$ cat config.mk
export PLATFORM = sky130hd
export DESIGN_NAME = multichannel_pwm_pulse_capture_flat
export DESIGN_NICKNAME = d
export VERILOG_FILES = /design/src/design/mpc_pkg.sv /design/src/design/mpc_if.sv /design/src/design/multichannel_pwm_pulse_capture.sv /design/src/design/mpc_channel_bank.sv /design/src/flat_wrapper.sv
export SDC_FILE = /design/constraint.sdc
export NUM_CORES = 1
export LEC_CHECK = 0
export BUFFER_PORTS_ARGS = -buffer_cell sky130_fd_sc_hd__buf_2
export CAP_MARGIN = 15
export CORE_MARGIN = 2
export CORE_UTILIZATION = 50
export DETAILED_ROUTE_END_ITERATION = 8
export GPL_TIMING_DRIVEN = 0
export PLACE_DENSITY = 0.67
export REMOVE_ABC_BUFFERS = 1
export SKIP_CTS_REPAIR_TIMING = 1
export SLEW_MARGIN = 10
export SYNTH_ARGS = -nofsm -noshare
export SYNTH_HDL_FRONTEND = slang
export SYNTH_SLANG_ARGS = --single-unit
$ cat constraint.sdc
create_clock -name clk_i -period 6.21 [get_ports clk_i]
set_input_delay 1.5525 -clock clk_i [delete_from_list [all_inputs] [get_ports clk_i]]
set_output_delay 1.5525 -clock clk_i [all_outputs]
set_load 0.02 [all_outputs]
$ cat src/design/mpc_pkg.sv
// ----------------------------------------------------------------------------
// mpc_pkg: shared types and constants for the PWM pulse capture block
// Field widths, function codes, register indexes and the result word layout.
// ----------------------------------------------------------------------------
package mpc_pkg;

  localparam int unsigned ChanW  = 3;
  localparam int unsigned TimeW  = 16;
  localparam int unsigned CfgIdxW = 2;

  // Function codes of an input word
  localparam logic FuncCapture = 1'b0;
  localparam logic FuncRead    = 1'b1;

  // Register indexes of the configuration port
  localparam logic [CfgIdxW-1:0] RegPeriodTop   = 2'd0;
  localparam logic [CfgIdxW-1:0] RegRisingSplit = 2'd1;
  localparam logic [CfgIdxW-1:0] RegWrapLimit   = 2'd2;

  // Register reset values
  localparam logic [TimeW-1:0] PeriodTopRst   = 16'd2499;
  localparam logic [TimeW-1:0] RisingSplitRst = 16'd1499;
  localparam logic [TimeW-1:0] WrapLimitRst   = 16'd1000;

  typedef struct packed {
    logic             func;
    logic [ChanW-1:0] channel;
    logic [TimeW-1:0] capture_value;
  } cmd_t;

  typedef struct packed {
    logic [ChanW-1:0] out_channel;
    logic [TimeW-1:0] pulse_width;
    logic             next_edge_rising;
    logic             width_updated;
  } res_t;

  typedef struct packed {
    logic [TimeW-1:0] period_top;
    logic [TimeW-1:0] rising_split;
    logic [TimeW-1:0] wrap_falling_limit;
  } cfg_t;

endpackage

$ cat src/design/mpc_if.sv
// ----------------------------------------------------------------------------
// mpc_if: stream interfaces of the PWM pulse capture block
// Capture/read word channel, result word channel and register write channel.
// ----------------------------------------------------------------------------
interface mpc_in_if;
  import mpc_pkg::*;
  logic             valid;
  logic             ready;
  logic             func;
  logic [ChanW-1:0] channel;
  logic [TimeW-1:0] capture_value;

  modport source (output valid, func, channel, capture_value, input ready);
  modport sink   (input valid, func, channel, capture_value, output ready);
endinterface

interface mpc_out_if;
  import mpc_pkg::*;
  logic             valid;
  logic             ready;
  logic [ChanW-1:0] out_channel;
  logic [TimeW-1:0] pulse_width;
  logic             next_edge_rising;
  logic             width_updated;

  modport source (output valid, out_channel, pulse_width, next_edge_rising, width_updated,
                  input ready);
  modport sink   (input valid, out_channel, pulse_width, next_edge_rising, width_updated,
                  output ready);
endinterface

interface mpc_cfg_if;
  import mpc_pkg::*;
  logic               valid;
  logic               ready;
  logic [CfgIdxW-1:0] index;
  logic [TimeW-1:0]   data;

  modport source (output valid, index, data, input ready);
  modport sink   (input valid, index, data, output ready);
endinterface

$ cat src/design/multichannel_pwm_pulse_capture.sv
// ----------------------------------------------------------------------------
// multichannel_pwm_pulse_capture: PWM input pulse width capture
// Turns timer capture values into per-channel pulse widths.
// ----------------------------------------------------------------------------
// Usage:
//   in_i  carries one word per capture event (func = capture) or width read
//         (func = read), with channel index and timer capture value.
//   out_o returns one word per input word: channel, stored width, next
//         expected edge and whether this word wrote a new width.
//   cfg_i writes period_top (0), rising_split (1), wrap_falling_limit (2);
//         other indexes are dropped. Write only while the block is idle.
// Timing:
//   A word passes an input register, then the channel bank logic into the
//   result register, which drives out_o. Throughput is one word per cycle
//   while out_o is ready; consecutive words on the same channel see each
//   other's state updates since the bank is written when a word leaves the
//   input register.
// Reset: every channel expects a rising edge, rise times and widths are zero,
//   registers take 2499 / 1499 / 1000.
// Stall: when out_o is not ready the result register holds, the input
//   register holds behind it, and in_i drops ready once both are full.
// ----------------------------------------------------------------------------
module multichannel_pwm_pulse_capture #(
  parameter int unsigned CHANNELS = 8
) (
  input  logic      clk_i,
  input  logic      rst_ni,
  mpc_in_if.sink    in_i,
  mpc_out_if.source out_o,
  mpc_cfg_if.sink   cfg_i
);
  import mpc_pkg::*;

  cfg_t cfg_q;
  cmd_t cmd_q;
  logic cmd_vld_q;
  res_t res_q;
  logic res_vld_q;
  res_t res_d;
  logic adv;
  logic fire;

  // Configuration registers
  assign cfg_i.ready = 1'b1;

  always_ff @(posedge clk_i or negedge rst_ni) begin
    if (!rst_ni) begin
      cfg_q.period_top         <= PeriodTopRst;
      cfg_q.rising_split       <= RisingSplitRst;
      cfg_q.wrap_falling_limit <= WrapLimitRst;
    end else if (cfg_i.valid) begin
      case (cfg_i.index)
        RegPeriodTop:   cfg_q.period_top         <= cfg_i.data;
        RegRisingSplit: cfg_q.rising_split       <= cfg_i.data;
        RegWrapLimit:   cfg_q.wrap_falling_limit <= cfg_i.data;
        default: ;
      endcase
    end
  end

  // Advance the pipe when the result register is free or being taken
  assign adv        = !res_vld_q || out_o.ready;
  assign fire       = cmd_vld_q && adv;
  assign in_i.ready = !cmd_vld_q || adv;

  // Input register
  always_ff @(posedge clk_i or negedge rst_ni) begin
    if (!rst_ni) begin
      cmd_vld_q <= 1'b0;
    end else if (in_i.ready) begin
      cmd_vld_q <= in_i.valid;
    end
  end

  always_ff @(posedge clk_i) begin
    if (in_i.valid && in_i.ready) begin
      cmd_q.func          <= in_i.func;
      cmd_q.channel       <= in_i.channel;
      cmd_q.capture_value <= in_i.capture_value;
    end
  end

  mpc_channel_bank #(
    .CHANNELS(CHANNELS)
  ) u_bank (
    .clk_i (clk_i),
    .rst_ni(rst_ni),
    .fire_i(fire),
    .cmd_i (cmd_q),
    .cfg_i (cfg_q),
    .res_o (res_d)
  );

  // Result register
  always_ff @(posedge clk_i or negedge rst_ni) begin
    if (!rst_ni) begin
      res_vld_q <= 1'b0;
    end else if (adv) begin
      res_vld_q <= cmd_vld_q;
    end
  end

  always_ff @(posedge clk_i) begin
    if (fire) begin
      res_q <= res_d;
    end
  end

  assign out_o.valid            = res_vld_q;
  assign out_o.out_channel      = res_q.out_channel;
  assign out_o.pulse_width      = res_q.pulse_width;
  assign out_o.next_edge_rising = res_q.next_edge_rising;
  assign out_o.width_updated    = res_q.width_updated;

endmodule

$ cat src/design/mpc_channel_bank.sv
// ----------------------------------------------------------------------------
// mpc_channel_bank: per-channel edge state and pulse width store
// Holds expected edge, rise time and width per channel; computes one result.
// ----------------------------------------------------------------------------
module mpc_channel_bank #(
  parameter int unsigned CHANNELS = 8
) (
  input  logic           clk_i,
  input  logic           rst_ni,
  input  logic           fire_i,
  input  mpc_pkg::cmd_t  cmd_i,
  input  mpc_pkg::cfg_t  cfg_i,
  output mpc_pkg::res_t  res_o
);
  import mpc_pkg::*;

  localparam int unsigned IdxW = (CHANNELS > 1) ? $clog2(CHANNELS) : 1;

  logic [CHANNELS-1:0] expect_rising_q;
  logic [TimeW-1:0]    rise_time_q   [CHANNELS];
  logic [TimeW-1:0]    width_store_q [CHANNELS];

  logic             in_range;
  logic [IdxW-1:0]  idx;
  logic             exp_r;
  logic [TimeW-1:0] rise_r;
  logic [TimeW-1:0] width_r;
  logic             is_cap;
  logic             take_rise;
  logic             normal_ok;
  logic             wrap_ok;
  logic             updated;
  logic [TimeW-1:0] new_width;

  assign in_range = 32'(cmd_i.channel) < CHANNELS;
  assign idx      = IdxW'(cmd_i.channel);
  assign exp_r    = expect_rising_q[idx];
  assign rise_r   = rise_time_q[idx];
  assign width_r  = width_store_q[idx];
  assign is_cap   = in_range && (cmd_i.func == FuncCapture);

  // Pick the width case from the stored rise time and the falling value
  always_comb begin
    take_rise = is_cap && exp_r;
    normal_ok = (rise_r < cfg_i.rising_split) && (cmd_i.capture_value < cfg_i.period_top);
    wrap_ok   = (rise_r > cfg_i.rising_split) &&
                (cmd_i.capture_value < cfg_i.wrap_falling_limit);
    updated   = is_cap && !exp_r && (normal_ok || wrap_ok);
    if (normal_ok) begin
      new_width = cmd_i.capture_value - rise_r;
    end else begin
      new_width = cfg_i.period_top - rise_r + cmd_i.capture_value;
    end
  end

  // Build the result word
  always_comb begin
    res_o.out_channel = cmd_i.channel;
    if (!in_range) begin
      res_o.pulse_width      = '0;
      res_o.next_edge_rising = 1'b1;
      res_o.width_updated    = 1'b0;
    end else begin
      res_o.pulse_width      = updated ? new_width : width_r;
      res_o.next_edge_rising = is_cap ? !exp_r : exp_r;
      res_o.width_updated    = updated;
    end
  end

  // Toggle the expected edge on every in-range capture
  always_ff @(posedge clk_i or negedge rst_ni) begin
    if (!rst_ni) begin
      expect_rising_q <= '1;
    end else if (fire_i && is_cap) begin
      expect_rising_q[idx] <= !exp_r;
    end
  end

  // Store rise time and width
  always_ff @(posedge clk_i or negedge rst_ni) begin
    if (!rst_ni) begin
      for (int i = 0; i < CHANNELS; i++) begin
        rise_time_q[i]   <= '0;
        width_store_q[i] <= '0;
      end
    end else if (fire_i) begin
      if (take_rise) begin
        rise_time_q[idx] <= cmd_i.capture_value;
      end
      if (updated) begin
        width_store_q[idx] <= new_width;
      end
    end
  end

endmodule

$ cat src/flat_wrapper.sv
// flat-port wrapper written by rule: the top's interface ports become plain ports
module multichannel_pwm_pulse_capture_flat import mpc_pkg::*;
#(
  parameter int unsigned CHANNELS = 8
)
  (clk_i, rst_ni, in_i_valid, in_i_func, in_i_channel, in_i_capture_value, in_i_ready, out_o_valid, out_o_out_channel, out_o_pulse_width, out_o_next_edge_rising, out_o_width_updated, out_o_ready, cfg_i_valid, cfg_i_index, cfg_i_data, cfg_i_ready);
  mpc_in_if in_i_i ();
  mpc_out_if out_o_i ();
  mpc_cfg_if cfg_i_i ();
  input  logic clk_i;
  input  logic rst_ni;
  input wire logic [$bits(in_i_i.valid)-1:0] in_i_valid;
  input wire logic [$bits(in_i_i.func)-1:0] in_i_func;
  input wire logic [$bits(in_i_i.channel)-1:0] in_i_channel;
  input wire logic [$bits(in_i_i.capture_value)-1:0] in_i_capture_value;
  output wire logic [$bits(in_i_i.ready)-1:0] in_i_ready;
  output wire logic [$bits(out_o_i.valid)-1:0] out_o_valid;
  output wire logic [$bits(out_o_i.out_channel)-1:0] out_o_out_channel;
  output wire logic [$bits(out_o_i.pulse_width)-1:0] out_o_pulse_width;
  output wire logic [$bits(out_o_i.next_edge_rising)-1:0] out_o_next_edge_rising;
  output wire logic [$bits(out_o_i.width_updated)-1:0] out_o_width_updated;
  input wire logic [$bits(out_o_i.ready)-1:0] out_o_ready;
  input wire logic [$bits(cfg_i_i.valid)-1:0] cfg_i_valid;
  input wire logic [$bits(cfg_i_i.index)-1:0] cfg_i_index;
  input wire logic [$bits(cfg_i_i.data)-1:0] cfg_i_data;
  output wire logic [$bits(cfg_i_i.ready)-1:0] cfg_i_ready;
  assign in_i_i.valid = in_i_valid;
  assign in_i_i.func = in_i_func;
  assign in_i_i.channel = in_i_channel;
  assign in_i_i.capture_value = in_i_capture_value;
  assign in_i_ready = in_i_i.ready;
  assign out_o_valid = out_o_i.valid;
  assign out_o_out_channel = out_o_i.out_channel;
  assign out_o_pulse_width = out_o_i.pulse_width;
  assign out_o_next_edge_rising = out_o_i.next_edge_rising;
  assign out_o_width_updated = out_o_i.width_updated;
  assign out_o_i.ready = out_o_ready;
  assign cfg_i_i.valid = cfg_i_valid;
  assign cfg_i_i.index = cfg_i_index;
  assign cfg_i_i.data = cfg_i_data;
  assign cfg_i_ready = cfg_i_i.ready;
  multichannel_pwm_pulse_capture #(.CHANNELS(CHANNELS)) u_core (.clk_i(clk_i), .rst_ni(rst_ni), .in_i(in_i_i), .out_o(out_o_i), .cfg_i(cfg_i_i));
endmodule
After elaboration in Yosys (flattened, before gate mapping)
Index checks and enable logic that the tools add are counted.
Widths: inputs -> output; s select.

operators by class
  add/sub/neg operators = 3
  order comparisons = 8
  reduce and logical (&&, ||, !) cells = 22
  multiplexer cells = 18
  bitwise operators = 2
  equality and inequality tests = 2

operator list
  operator            count
  $bwmux 128          2
  $mux 16             7
  $bmux 16 s3         2
  $demux 16 s3        1
  $lt 16x16->1        3
  $sub 16x16->16      2
  $add 16x16->16      1
  $gt 16x16->1        1
  $logic_and 1x1->1   10
  $reduce_and 2->1    5
  $bwmux 8            1
  $ge 4x4->1 const B  1
  $lt 3x4->1 const B  1
  $lt 4x1->1 const B  1
  $not 3->4           1
  $bmux 1 s3          1
  $demux 1 s3         1
  $ge 3x1->1 const B  1
  $logic_not 1->1     3
  $logic_or 1x1->1    3
  $mux 1              3
  $eq 2x1->1 const B  1
  $eq 2x2->1 const B  1
  $logic_not 2->1     1
  $not 1->1           1

word-level totals
  output and inout port bits = 24
  word-level logic and storage cells = 84
  register bits = 355

Logic depth before layout (Yosys ltp)
Gate-level depths: netlist of run 1.

  depth after elaboration = 9
  gate-level depth with buffers = 21

Hierarchy
From an unflattened synthesis of run 1, not the netlist that was laid out.

second synthesis, totals
  cells, all modules = 1582
  area total of the unflattened synthesis = 18094.9 um^2

by module, submodules not included
  module                          times used  seq. area each (um^2)  area each (um^2)  cells an instance
  mpc_channel_bank                1           6616.3                 14923.1           1429
  multichannel_pwm_pulse_capture  1           2507.4                 3171.8            153

Worst setup path after synthesis of run 1
No wires, ideal clock.

  path kind = reg-to-reg
  from = register u_core.cmd_q[16] (netlist name)
  to = register u_core.u_bank.width_store_q[111] (netlist name)
  setup slack = 1.666 ns
  required time = 6.079 ns
  path buffers = 2
  arrival time = 4.413 ns
  stages on the path, launching flop included = 18
  path through = edfxtp_1 -> clkbuf_1 -> nor3b_1 -> clkbuf_1 -> a22oi_1 -> and4_1 -> inv_1 -> fa_1 -> inv_1 -> ha_1 -> a211oi_1 -> nor2_1 -> a221oi_1 -> a21oi_1 -> mux2i_1 -> a21oi_1 -> nor4b_1 -> or3_1

between the ends
  longest elaborated chain between the ends = 9

ends and longest elaborated chain
  item                                                    line                                  text
  start, declared                                         multichannel_pwm_pulse_capture.sv:35  cmd_t cmd_q;
  branches (longest 9 deep; another with $sub 16x16->16)  -
  end signal, assigned by index                           mpc_channel_bank.sv:91                width_store_q[idx] <= new_width;
  end, declared                                           mpc_channel_bank.sv:21                logic [TimeW-1:0] width_store_q [CHANNELS];

Parallel ways; which one is timed is not known. The select of a mux whose other input is x is not followed.
A chain may end at the register's enable or synchronous reset.

Final worst setup path of run 1
Ends and elaborated chain as after synthesis.

==> results.tsv, run 1 <==
metric	value	unit
Seq cells post-synth	355	
antenna-violating nets left	0	
count of cell types in the netlist	66	
worst reg-to-reg path cell count	18	
Initial Util	50.85	%
status	finished, final reports clean	
Warnings, synthesis	0	
slew of the pin with the lowest slew margin	1209	ps
GRT Total Usage	25.37	%
CTS H-tree lvls	2	
Max-slew headroom	19.20	%
asr flop ratio synth	88.45	%
highest clock rate	171.3	MHz
CP startpoint	u_core.cmd_q[16]	
top_reg_cell synth	dfrtp_1	
hold_ws	478.3	ps
Tmin final	5838	ps
WL final	45.09	mm
Compound-Gate Fraction of Synth Area	18.35	%
Post-Synth Simple-Gate Area	13.10	%
initial antenna violation count	0	
first-pass GRT wire length	72.05	mm
peak supply drop	0.2525	mV
Post-Syn Instances	1765	
worst hold path type	flip-flop to flip-flop	
critical path capture point type	flip-flop	
FF-to-FF End	u_core.u_bank.width_store_q[111]	
Slowest cell on crit path	or4_4	
Power Density	420.7	nW/um^2
share of cells above drive strength 1	14.41	%
Post-Synth Adder-Cell Area	7.450	%
EDFF count, synth	41	
CTS tree	yes	
Worst setup endpoint	u_core.u_bank.width_store_q[111]	
Req. time, crit path	6620	ps
most used cell, CP	buf_6	
CP max stage delay	640	ps
post-synth top area share	40.74	%
Final Max Tran Viols	0	
CP Class	flip-flop to flip-flop	
Lkg Pwr	0.009049	uW
n_diodes	0	
post-synth top area cell	dfrtp_1	
Worst R2R Setup Slack	370	ps
CORE AREA	34540	sq um
MaxCap Viol Count	0	
die area	36650	sq um
vias per inst	5.799	
crit path launch type	flip-flop	
largest cells by area after synthesis	dfrtp_1 41%, o21ai_0 7.8%, edfxtp_1 7.0%	
DRT iter0 DRCs	1101	
routability congestion estimate	0.8240	
Max Clock Skew	15.05	ps
root buffer cell	clkbuf_16	
most common cell in the netlist	nand2_1	
period utilisation layout	94.00	%
Die W	191.4	um
Die H	191.4	um
Reg clk slew, reported paths	60	ps
XOR/XNOR share of the synthesized area	1.047	%
I/O Pins	67	
DRC viols	0	
Fin Setup TNS	0	ps
met1 Use GR	35.46	%
RSZ-0062 raised after global routing	no	
routed vias	13304	
synthesized area	17570	sq um
Routed wire per std cell	19.66	um
GRT overflow	0	
Clock Latency Late Sink	530	ps
commonest cells in the netlist	309 x nand2_1, 286 x dfrtp_1, 275 x o21ai_0	
Synth-to-Final Area Change	13.99	%
worst endpoint data arrival time	6250	ps
CTS Buffer Depth	3	
mux contribution to synthesized area	3.155	%
CP Max Fanout	32	
final core utilization	57.97	%
syn avg cell area	9.953	sq um
CTS buffer count	40	
final setup vio count	0	
Reg-to-Reg Start	u_core.cmd_q[16]	
largest family of logic cells by synthesized area	compound AO/OA/AOI/OAI gates	
vias in the first global route	12914	
clock sinks	355	
register area share after synthesis	51.94	%
M3 GR Usage	3.415	%
input/output buffers	65	
Final nets	1947	
Most Used Layer, Global Route	met2	
grt met2 use	41.42	%
Core Rows	68	
pin count of the biggest net entering global routing	113	
drt pass-1 iters	5	
final hold vios	0	
estimated wirelength of the detail-placed design	30.99	mm
CP cell instances	nor3_2 -> buf_6 -> buf_6 -> buf_4 -> a22oi_1 -> and4_1 -> inv_1 -> ha_1 -> nor2b_1 -> o211ai_2 -> a2111oi_1 -> or4_4 -> o32ai_4 -> buf_8 -> buf_16 -> nand3_2 -> o2bb2ai_1 -> or3_1	
==> kinds of logic (layout without fill, tap and decap cells) <==
| group | after synthesis | after routing |
|---|---|---|
| mux | 50 | 50 |
| xor+xnor | 21 | 21 |
| other cells | 1 | 1 |
| fa+ha+maj | 95 | 95 |
| compound gates | 532 | 532 |
| simple gates | 496 | 496 |
| buf+inv | 215 | 289 |
| flops | 355 | 355 |
==> metal layers <==
metal,part of all wire (%),up-vias,wire length (um)
li1,-,6323,-
met1,45,6518,20180
met2,47,389,21220
met3,5.7,74,2586
met4,2.4,0,1101
met5,0,-,0
==> final cells by class <==
class                           count  area [sq um]
Inverter                          114         427.9
Multi-Input combinational cell   1195          7611
Tap cell                          455         569.3
Timing Repair Buffer              103         945.9
Clock buffer                       62          1215
Fill cell                        3022         14520
Sequential cell                   355          9124
Clock inverter                     10         131.4
==> how the worst min path moves through the flow <==
stage                                                 from                               end  slack (ps)  depth (start not counted)
after CTS                 u_core.u_bank.expect_rising_q[3]  u_core.u_bank.expect_rising_q[3]         480                          2
after floorplan           u_core.u_bank.width_store_q[110]  u_core.u_bank.width_store_q[110]         450                          2
after detailed placement   u_core.u_bank.width_store_q[14]   u_core.u_bank.width_store_q[14]         470                          2
final                     u_core.u_bank.expect_rising_q[1]  u_core.u_bank.expect_rising_q[1]         480                          2
after global routing      u_core.u_bank.expect_rising_q[1]  u_core.u_bank.expect_rising_q[1]         490                          2
after global placement     u_core.u_bank.width_store_q[62]   u_core.u_bank.width_store_q[62]         460                          2
==> per-stage QoR <==
step                      worst slack, ps  instance area, sq um  power (uW)  cells
after floorplan                    -778.7                 17130        5223   1664
after global placement              -5913                 18020        5875   2184
after detailed placement            440.6                 18650        6043   2220
after CTS                           400.4                 19990        8454   2292
after global routing                153.7                 20020        9025   2294
final                               372.4                 20020        8423   2294
==> cell usage in the layout (no fill, tap or decap), types with 20 or more instances in the layout <==
cell	netlist	final
nand4_1	36	36
edfxtp_1	41	41
ha_1	79	79
buf_2	15	64
a22oi_1	127	127
nand2_1	309	308
dfrtp_1	286	286
dfstp_2	28	28
o21ai_0	275	275
clkbuf_16	0	41
nor2_1	36	36
nand3_1	20	20
mux2_2	43	43
a21oi_1	52	52
inv_1	114	114
==> worst max-delay path, delay by kind of cell (launching register included) <==
family                     cells  cell delay (ps)
buffers and inverters          6             1270
adders and majority gates      1              280
AOI/OAI and AO/OA              5             1030
DFF                            1              550
and+or+nand+nor                6             2540
==> flip-flops by register name, summed over array words and instances, names as in the netlist <==
register,count
u_core.cmd_vld_q,1
u_core.u_bank.rise_time_q,128
u_core.out_o.out_channel,3
u_core.cmd_q,20
u_core.cfg_q,48
u_core.out_o.next_edge_rising,1
u_core.out_o.valid,1
u_core.u_bank.expect_rising_q,8
u_core.u_bank.width_store_q,128
u_core.out_o.width_updated,1
u_core.out_o.pulse_width,16
==> power breakdown <==
part           leakage (uW)  internal (uW)  switching (uW)
logic               0.00394            964            1600
clock network      0.000662           1470             922
registers           0.00445           3110             359
total               0.00905           5540            2890
Note: power is estimated with default switching activity, not from simulation.
==> run 2, diff against run 1 <==
--- a/config.mk
+++ b/config.mk
@@ -7,7 +7,6 @@
 export LEC_CHECK = 0
 export BUFFER_PORTS_ARGS = -buffer_cell sky130_fd_sc_hd__buf_2
 export CAP_MARGIN = 15
-export CORE_MARGIN = 2
 export CORE_UTILIZATION = 50
 export DETAILED_ROUTE_END_ITERATION = 8
 export GPL_TIMING_DRIVEN = 0
==> run 2 against run 1 <==
Effect of this change: fmax rose by 1.3%; highest routed layer unchanged; utilization decreased by 0.19 points; via count grew 0.65%; cell area shrank 0.33%; flip-flop and latch count is the same; sequential power about the same; global-route usage down 0.051 points; die area shrank 2.1%; critical endpoint is now u_core.u_bank.width_store_q[31]; non-clock buffer count increased by 1.
==> results.tsv, run 2 (same netlist as run 1, synthesis figures left out) <==
metric	value	unit
status	finished, final reports clean	
WL final	44.73	mm
Reg clk slew, reported paths	60	ps
routed vias	13390	
highest clock rate	173.6	MHz
dpl cells	2216	
crit path launch type	flip-flop	
GRT Total Usage	25.32	%
CTS buffer count	40	
die area	35890	sq um
Switching Share	34.88	%
vias in the first global route	12860	
Lkg Pwr	0.009016	uW
first-pass GRT wire length	70.62	mm
Worst R2R Setup Slack	450	ps
Final Max Tran Viols	0	
Multi-input gate area	7644	sq um
slew of the pin with the lowest slew margin	1180	ps
period utilisation layout	92.76	%
Psw	2903	uW
vias per inst	5.834	
met1 wire length	19.64	mm
clock network power share	27.3	%
worst hold path type	flip-flop to flip-flop	
Tmin final	5761	ps
Comb power frac	31.0	%
MaxCap Viol Count	0	
worst reg-to-reg path cell count	20	
root buffer cell	clkbuf_16	
hold_ws	477.2	ps
GRT overflow	0	
FF-to-FF End	u_core.u_bank.width_store_q[31]	
commonest non-fill, non-tap cell in the layout	nand2_1	
pin count of the biggest net entering global routing	113	
Req. time, crit path	6630	ps
Max Clock Skew	12.70	ps
most frequent cells in the layout	309 x nand2_1, 286 x dfrtp_1, 275 x o21ai_0, 127 x a22oi_1, 114 x inv_1	
Final nets	1949	
Worst setup endpoint	u_core.u_bank.width_store_q[31]	
WL met3	2.646	mm
DRC viols	0	
estimated wirelength of the detail-placed design	30.64	mm
Synth-to-Final Area Change	13.62	%
critical path capture point type	flip-flop	
Sequential cell area	9124	sq um
setup ws final	449.5	ps
routability congestion estimate	0.8898	
worst endpoint data arrival time	6180	ps
Power Density	416.9	nW/um^2
CORE AREA	34540	sq um
Die H	189.4	um
Clock Latency Late Sink	540	ps
initial antenna violation count	0	
antenna-violating nets left	0	
RSZ-0062 raised after global routing	no	
# fillers	2982	
CP Class	flip-flop to flip-flop	
input/output buffers	65	
final setup vio count	0	
Max-slew headroom	21.14	%
hold path depth	2	
Initial Util	50.85	%
final hold vios	0	
Power Total	8321	uW
design area	19960	sq um
n_diodes	0	
Reg-to-Reg Start	u_core.cmd_q[17]	
Routed wire per std cell	19.49	um
clock sinks	355	
drt pass-1 iters	5	
routed wl met2	21.25	mm
DRT iter0 DRCs	1142	
pre-CTS setup slack	88.11	ps
CTS Buffer Depth	3	
Core Rows	68	
CP startpoint	u_core.cmd_q[17]	
I/O Pins	67	
peak supply drop	0.2501	mV
CP Max Fanout	19	
CTS tree	yes	
uppermost layer routed	met4	
Pint	5419	uW
dpl cell area	18550	sq um
part of the power in registers	41.7	%
share of cells above drive strength 1	14.35	%
Non-Filler Instances	2295	
Die W	189.4	um
CTS H-tree lvls	2	
biggest regs	u_core.u_bank.rise_time_q (128), u_core.u_bank.width_store_q (128), u_core.cfg_q (48)	
run 2: cell types whose count changed in the layout (fill, tap and decap cells not counted), moves of 2 or more:
cell / previous run / this run
clkbuf_1: 10 / 12
buf_4: 10 / 12
bufinv_16: 3 / 1
clkinv_2: 5 / 8
clkbuf_8: 11 / 6
run 2: worst min path at each step:
| stage | from | endpoint | slack [ps] |
|---|---|---|---|
| after global placement | u_core.u_bank.width_store_q[62] | u_core.u_bank.width_store_q[62] | 460 |
| after detailed placement | u_core.u_bank.width_store_q[62] | u_core.u_bank.width_store_q[62] | 470 |
| after global routing | u_core.u_bank.width_store_q[37] | u_core.u_bank.width_store_q[37] | 500 |
| final | u_core.u_bank.expect_rising_q[7] | u_core.u_bank.expect_rising_q[7] | 480 |
| after CTS | u_core.u_bank.expect_rising_q[7] | u_core.u_bank.expect_rising_q[7] | 480 |
| after floorplan | u_core.u_bank.width_store_q[110] | u_core.u_bank.width_store_q[110] | 450 |
run 2: critical path, cell delays in order, from the launching register on:
cell       delay, ps
edfxtp_1         540
inv_1            170
nor3_2           420
buf_6            220
buf_6            160
buf_4            220
a22oi_1          110
and4_1           190
inv_1            200
ha_1             280
nor2b_1          140
o211ai_2         170
a2111oi_1        150
or4_4            660
o32ai_4          490
buf_8            250
buf_16           170
nand3_1          450
buf_16           360
a2bb2oi_1        160
nand3_1           90
run 2: metal layers:
| layer | global-route usage, % | up-vias |
|---|---|---|
| met5 | 0 | - |
| met4 | 8.220 | 0 |
| met3 | 3.633 | 84 |
| met2 | 41.60 | 436 |
| met1 | 34.55 | 6518 |
| li1 | - | 6352 |
run 2: power groups by stage:
| stage | logic [uW] | registers [uW] | clock network [uW] |
|---|---|---|---|
| floorplan | 1770 | 3450 | 0 |
| CTS | 2550 | 3460 | 2310 |
| global route | 2910 | 3550 | 2410 |
| global placement | 2400 | 3470 | 0 |
| detailed placement | 2530 | 3490 | 0 |
| finish | 2580 | 3470 | 2270 |
run 2: per-stage QoR:
step | utilization, % | TNS [ps]
after floorplan | - | -63000
final | 57.78 | 0
after CTS | 57.36 | 0
after global placement | 52.17 | -1705050
after global routing | 57.78 | 0
after detailed placement | 53.70 | 0
run 2: cell type report:
type | instances | share of cell area (%)
Clock buffer | 60 | 5.905
Clock inverter | 11 | 0.4325
Inverter | 114 | 2.144
Multi-Input combinational cell | 1196 | 38.30
Sequential cell | 355 | 45.71
Tap cell | 455 | 2.852
Timing Repair Buffer | 104 | 4.658
==> run 3, diff against run 2 <==
--- a/config.mk
+++ b/config.mk
@@ -7,6 +7,8 @@
 export LEC_CHECK = 0
 export BUFFER_PORTS_ARGS = -buffer_cell sky130_fd_sc_hd__buf_2
 export CAP_MARGIN = 15
+export CORE_ASPECT_RATIO = 0.75
+export CORE_MARGIN = 2
 export CORE_UTILIZATION = 50
 export DETAILED_ROUTE_END_ITERATION = 8
 export GPL_TIMING_DRIVEN = 0
==> constraint.sdc (replaced) <==
create_clock -name clk_i -period 6.21 [get_ports clk_i]
set_input_delay 0.3105 -clock clk_i [delete_from_list [all_inputs] [get_ports clk_i]]
set_output_delay 0.3105 -clock clk_i [all_outputs]
set_load 0.02 [all_outputs]
==> run 3 against run 2 <==
Effect of this change: hold slack lost 460 ps; utilization rose by 0.40 points; die area increased by 2.2%; worst setup slack worse by 120 ps; total power up 0.57%; routed wire length is 5.4% higher; sequential power about the same; critical path depth down 2; clock skew is 8.2 ps higher; critical path type unchanged.
==> results.tsv, run 3 (same netlist as run 1, synthesis figures left out) <==
metric	value	unit
status	finished, final reports clean	
root buffer cell	clkbuf_16	
Final Max Tran Viols	0	
Req. time, crit path	6630	ps
clock network power share	27.5	%
hold path depth	3	
CTS H-tree lvls	2	
CP Class	flip-flop to flip-flop	
RSZ-0062 raised after global routing	no	
n_diodes	0	
Reg-to-Reg Start	u_core.cmd_q[17]	
CP Max Fanout	32	
CTS buffer count	37	
peak supply drop	0.2398	mV
Multi-input gate area	7626	sq um
Worst Hold Path EP	u_core.cfg_q[43]	
Comb power frac	31.0	%
vias in the first global route	12897	
routability congestion estimate	0.8546	
I/O Pins	67	
FF-to-FF End	u_core.u_bank.width_store_q[127]	
antenna-violating nets left	0	
slew of the pin with the lowest slew margin	939.9	ps
Lkg Pwr	0.009096	uW
input/output buffers	65	
Core Rows	59	
GRT Total Usage	25.80	%
Pint	5427	uW
Reg clk slew, reported paths	60	ps
DRT iter0 DRCs	1305	
Synth-to-Final Area Change	14.67	%
Non-Filler Instances	2315	
DRC viols	0	
Max-slew headroom	37.15	%
routed vias	13584	
crit path launch type	flip-flop	
Routed wire per std cell	20.36	um
initial antenna violation count	0	
most frequent cells in the layout	307 x nand2_1, 286 x dfrtp_1, 275 x o21ai_0, 127 x a22oi_1, 114 x inv_1	
GRT overflow	0	
estimated wirelength of the detail-placed design	31.77	mm
biggest regs	u_core.u_bank.rise_time_q (128), u_core.u_bank.width_store_q (128), u_core.cfg_q (48)	
CP max stage delay	680	ps
clock sinks	355	
Worst R2R Setup Slack	330	ps
# fillers	2912	
drt pass-1 iters	5	
CTS Buffer Depth	3	
first-pass GRT wire length	72.82	mm
Sequential cell area	9124	sq um
die area	36660	sq um
Psw	2943	uW
worst endpoint data arrival time	6300	ps
worst reg-to-reg path cell count	18	
final hold vios	0	
CP cell instances	inv_1 -> nor3_2 -> buf_4 -> buf_6 -> a22oi_1 -> and4_1 -> inv_1 -> ha_1 -> a21oi_1 -> o21ai_0 -> o2bb2ai_1 -> or4_4 -> o32ai_4 -> buf_8 -> buf_8 -> nand3_2 -> o2bb2ai_1 -> or3_1	
part of the power in registers	41.6	%
share of cells above drive strength 1	14.16	%
period utilisation layout	94.66	%
commonest non-fill, non-tap cell in the layout	nand2_1	
Tmin final	5878	ps
Power Density	415.5	nW/um^2
final setup vio count	0	
worst hold path type	input port to flip-flop	
Max Clock Skew	20.92	ps
Die H	166.3	um
Switching Share	35.16	%
Final nets	1969	
Clock Latency Late Sink	550	ps
final core utilization	58.18	%
critical path capture point type	flip-flop	
pre-CTS setup slack	-118.7	ps
Initial Util	50.74	%
vias per inst	5.868	
Slowest cell on crit path	nor3_2	
Power Total	8369	uW
Die W	220.4	um
HP Start	cfg_i_data[11]	
CORE AREA	34620	sq um
highest clock rate	170.1	MHz
dpl cells	2219	
pin count of the biggest net entering global routing	112	
Fin Setup TNS	0	ps
CTS tree	yes	
MaxCap Viol Count	0	
WL final	47.14	mm
setup ws final	331.7	ps
-- run 3: cell count changes in the layout (fill, tap and decap cells not counted), sizes merged --
| cell | delta |
|---|---|
| buf | +2 |
| bufinv | +1 |
| clkbuf | -3 |
| clkinv | -4 |
| dlygate4sd3 | +22 |
| inv | +1 |
| o32ai | -1 |
-- run 3: metrics by stage --
step / instance area [sq um] / hold WS [ps]
floorplan: 17130 / 14.91
global placement: 18020 / 460.4
detailed placement: 18540 / 202.8
CTS: 19790 / -372.2
global route: 20140 / 26.86
finish: 20140 / 17.62
-- run 3: layout make-up --
cell class | count | area share [%]
Sequential cell | 355 | 45.29
Multi-Input combinational cell | 1195 | 37.86
Clock buffer | 57 | 5.683
Timing Repair Buffer | 128 | 5.683
Tap cell | 457 | 2.839
Inverter | 114 | 2.124
Clock inverter | 9 | 0.5217
-- run 3: power by group through the flow --
| stage | Sequential, uW | Clock, uW | Combinational, uW |
|---|---|---|---|
| 4_1_cts | 3470 | 2340 | 2560 |
| 3_3_place_gp | 3470 | 0 | 2420 |
| 3_5_place_dp | 3500 | 0 | 2560 |
| 5_1_grt | 3560 | 2420 | 2920 |
| 6_report | 3480 | 2300 | 2590 |
| 2_1_floorplan | 3450 | 0 | 1770 |
-- run 3: worst max-delay path by stage --
stage,endpoint,start,cells past startpoint,slack [ps]
after floorplan,u_core.u_bank.width_store_q[30],u_core.cmd_q[16],12,-780
after global placement,u_core.u_bank.width_store_q[30],u_core.cmd_q[18],12,-5880
after detailed placement,u_core.u_bank.width_store_q[15],u_core.cmd_q[16],16,-120
after CTS,u_core.u_bank.width_store_q[15],u_core.cmd_q[16],16,-140
after global routing,u_core.u_bank.width_store_q[127],u_core.cmd_q[17],17,70
final,u_core.u_bank.width_store_q[127],u_core.cmd_q[17],18,330
-- run 3: layer usage --
layer | vias up | part of all wire, % | GRT usage, % | routed length (um)
met5 | - | 0 | 0 | 0
met4 | 0 | 2.0 | 7.324 | 931
met3 | 70 | 6.5 | 4.432 | 3042
met2 | 436 | 45 | 38.57 | 21200
met1 | 6713 | 47 | 38.63 | 21960
li1 | 6365 | - | - | -
-- run 3: critical path, delay by kind of cell, from the launching register on --
| family | cells | cell delay, ps |
|---|---|---|
| buffers and inverters | 6 | 1250 |
| AND/OR/NAND/NOR | 5 | 2380 |
| AO/OA/AOI/OAI | 6 | 1310 |
| adder cells (fa/ha/maj) | 1 | 270 |
| flip-flops | 1 | 530 |
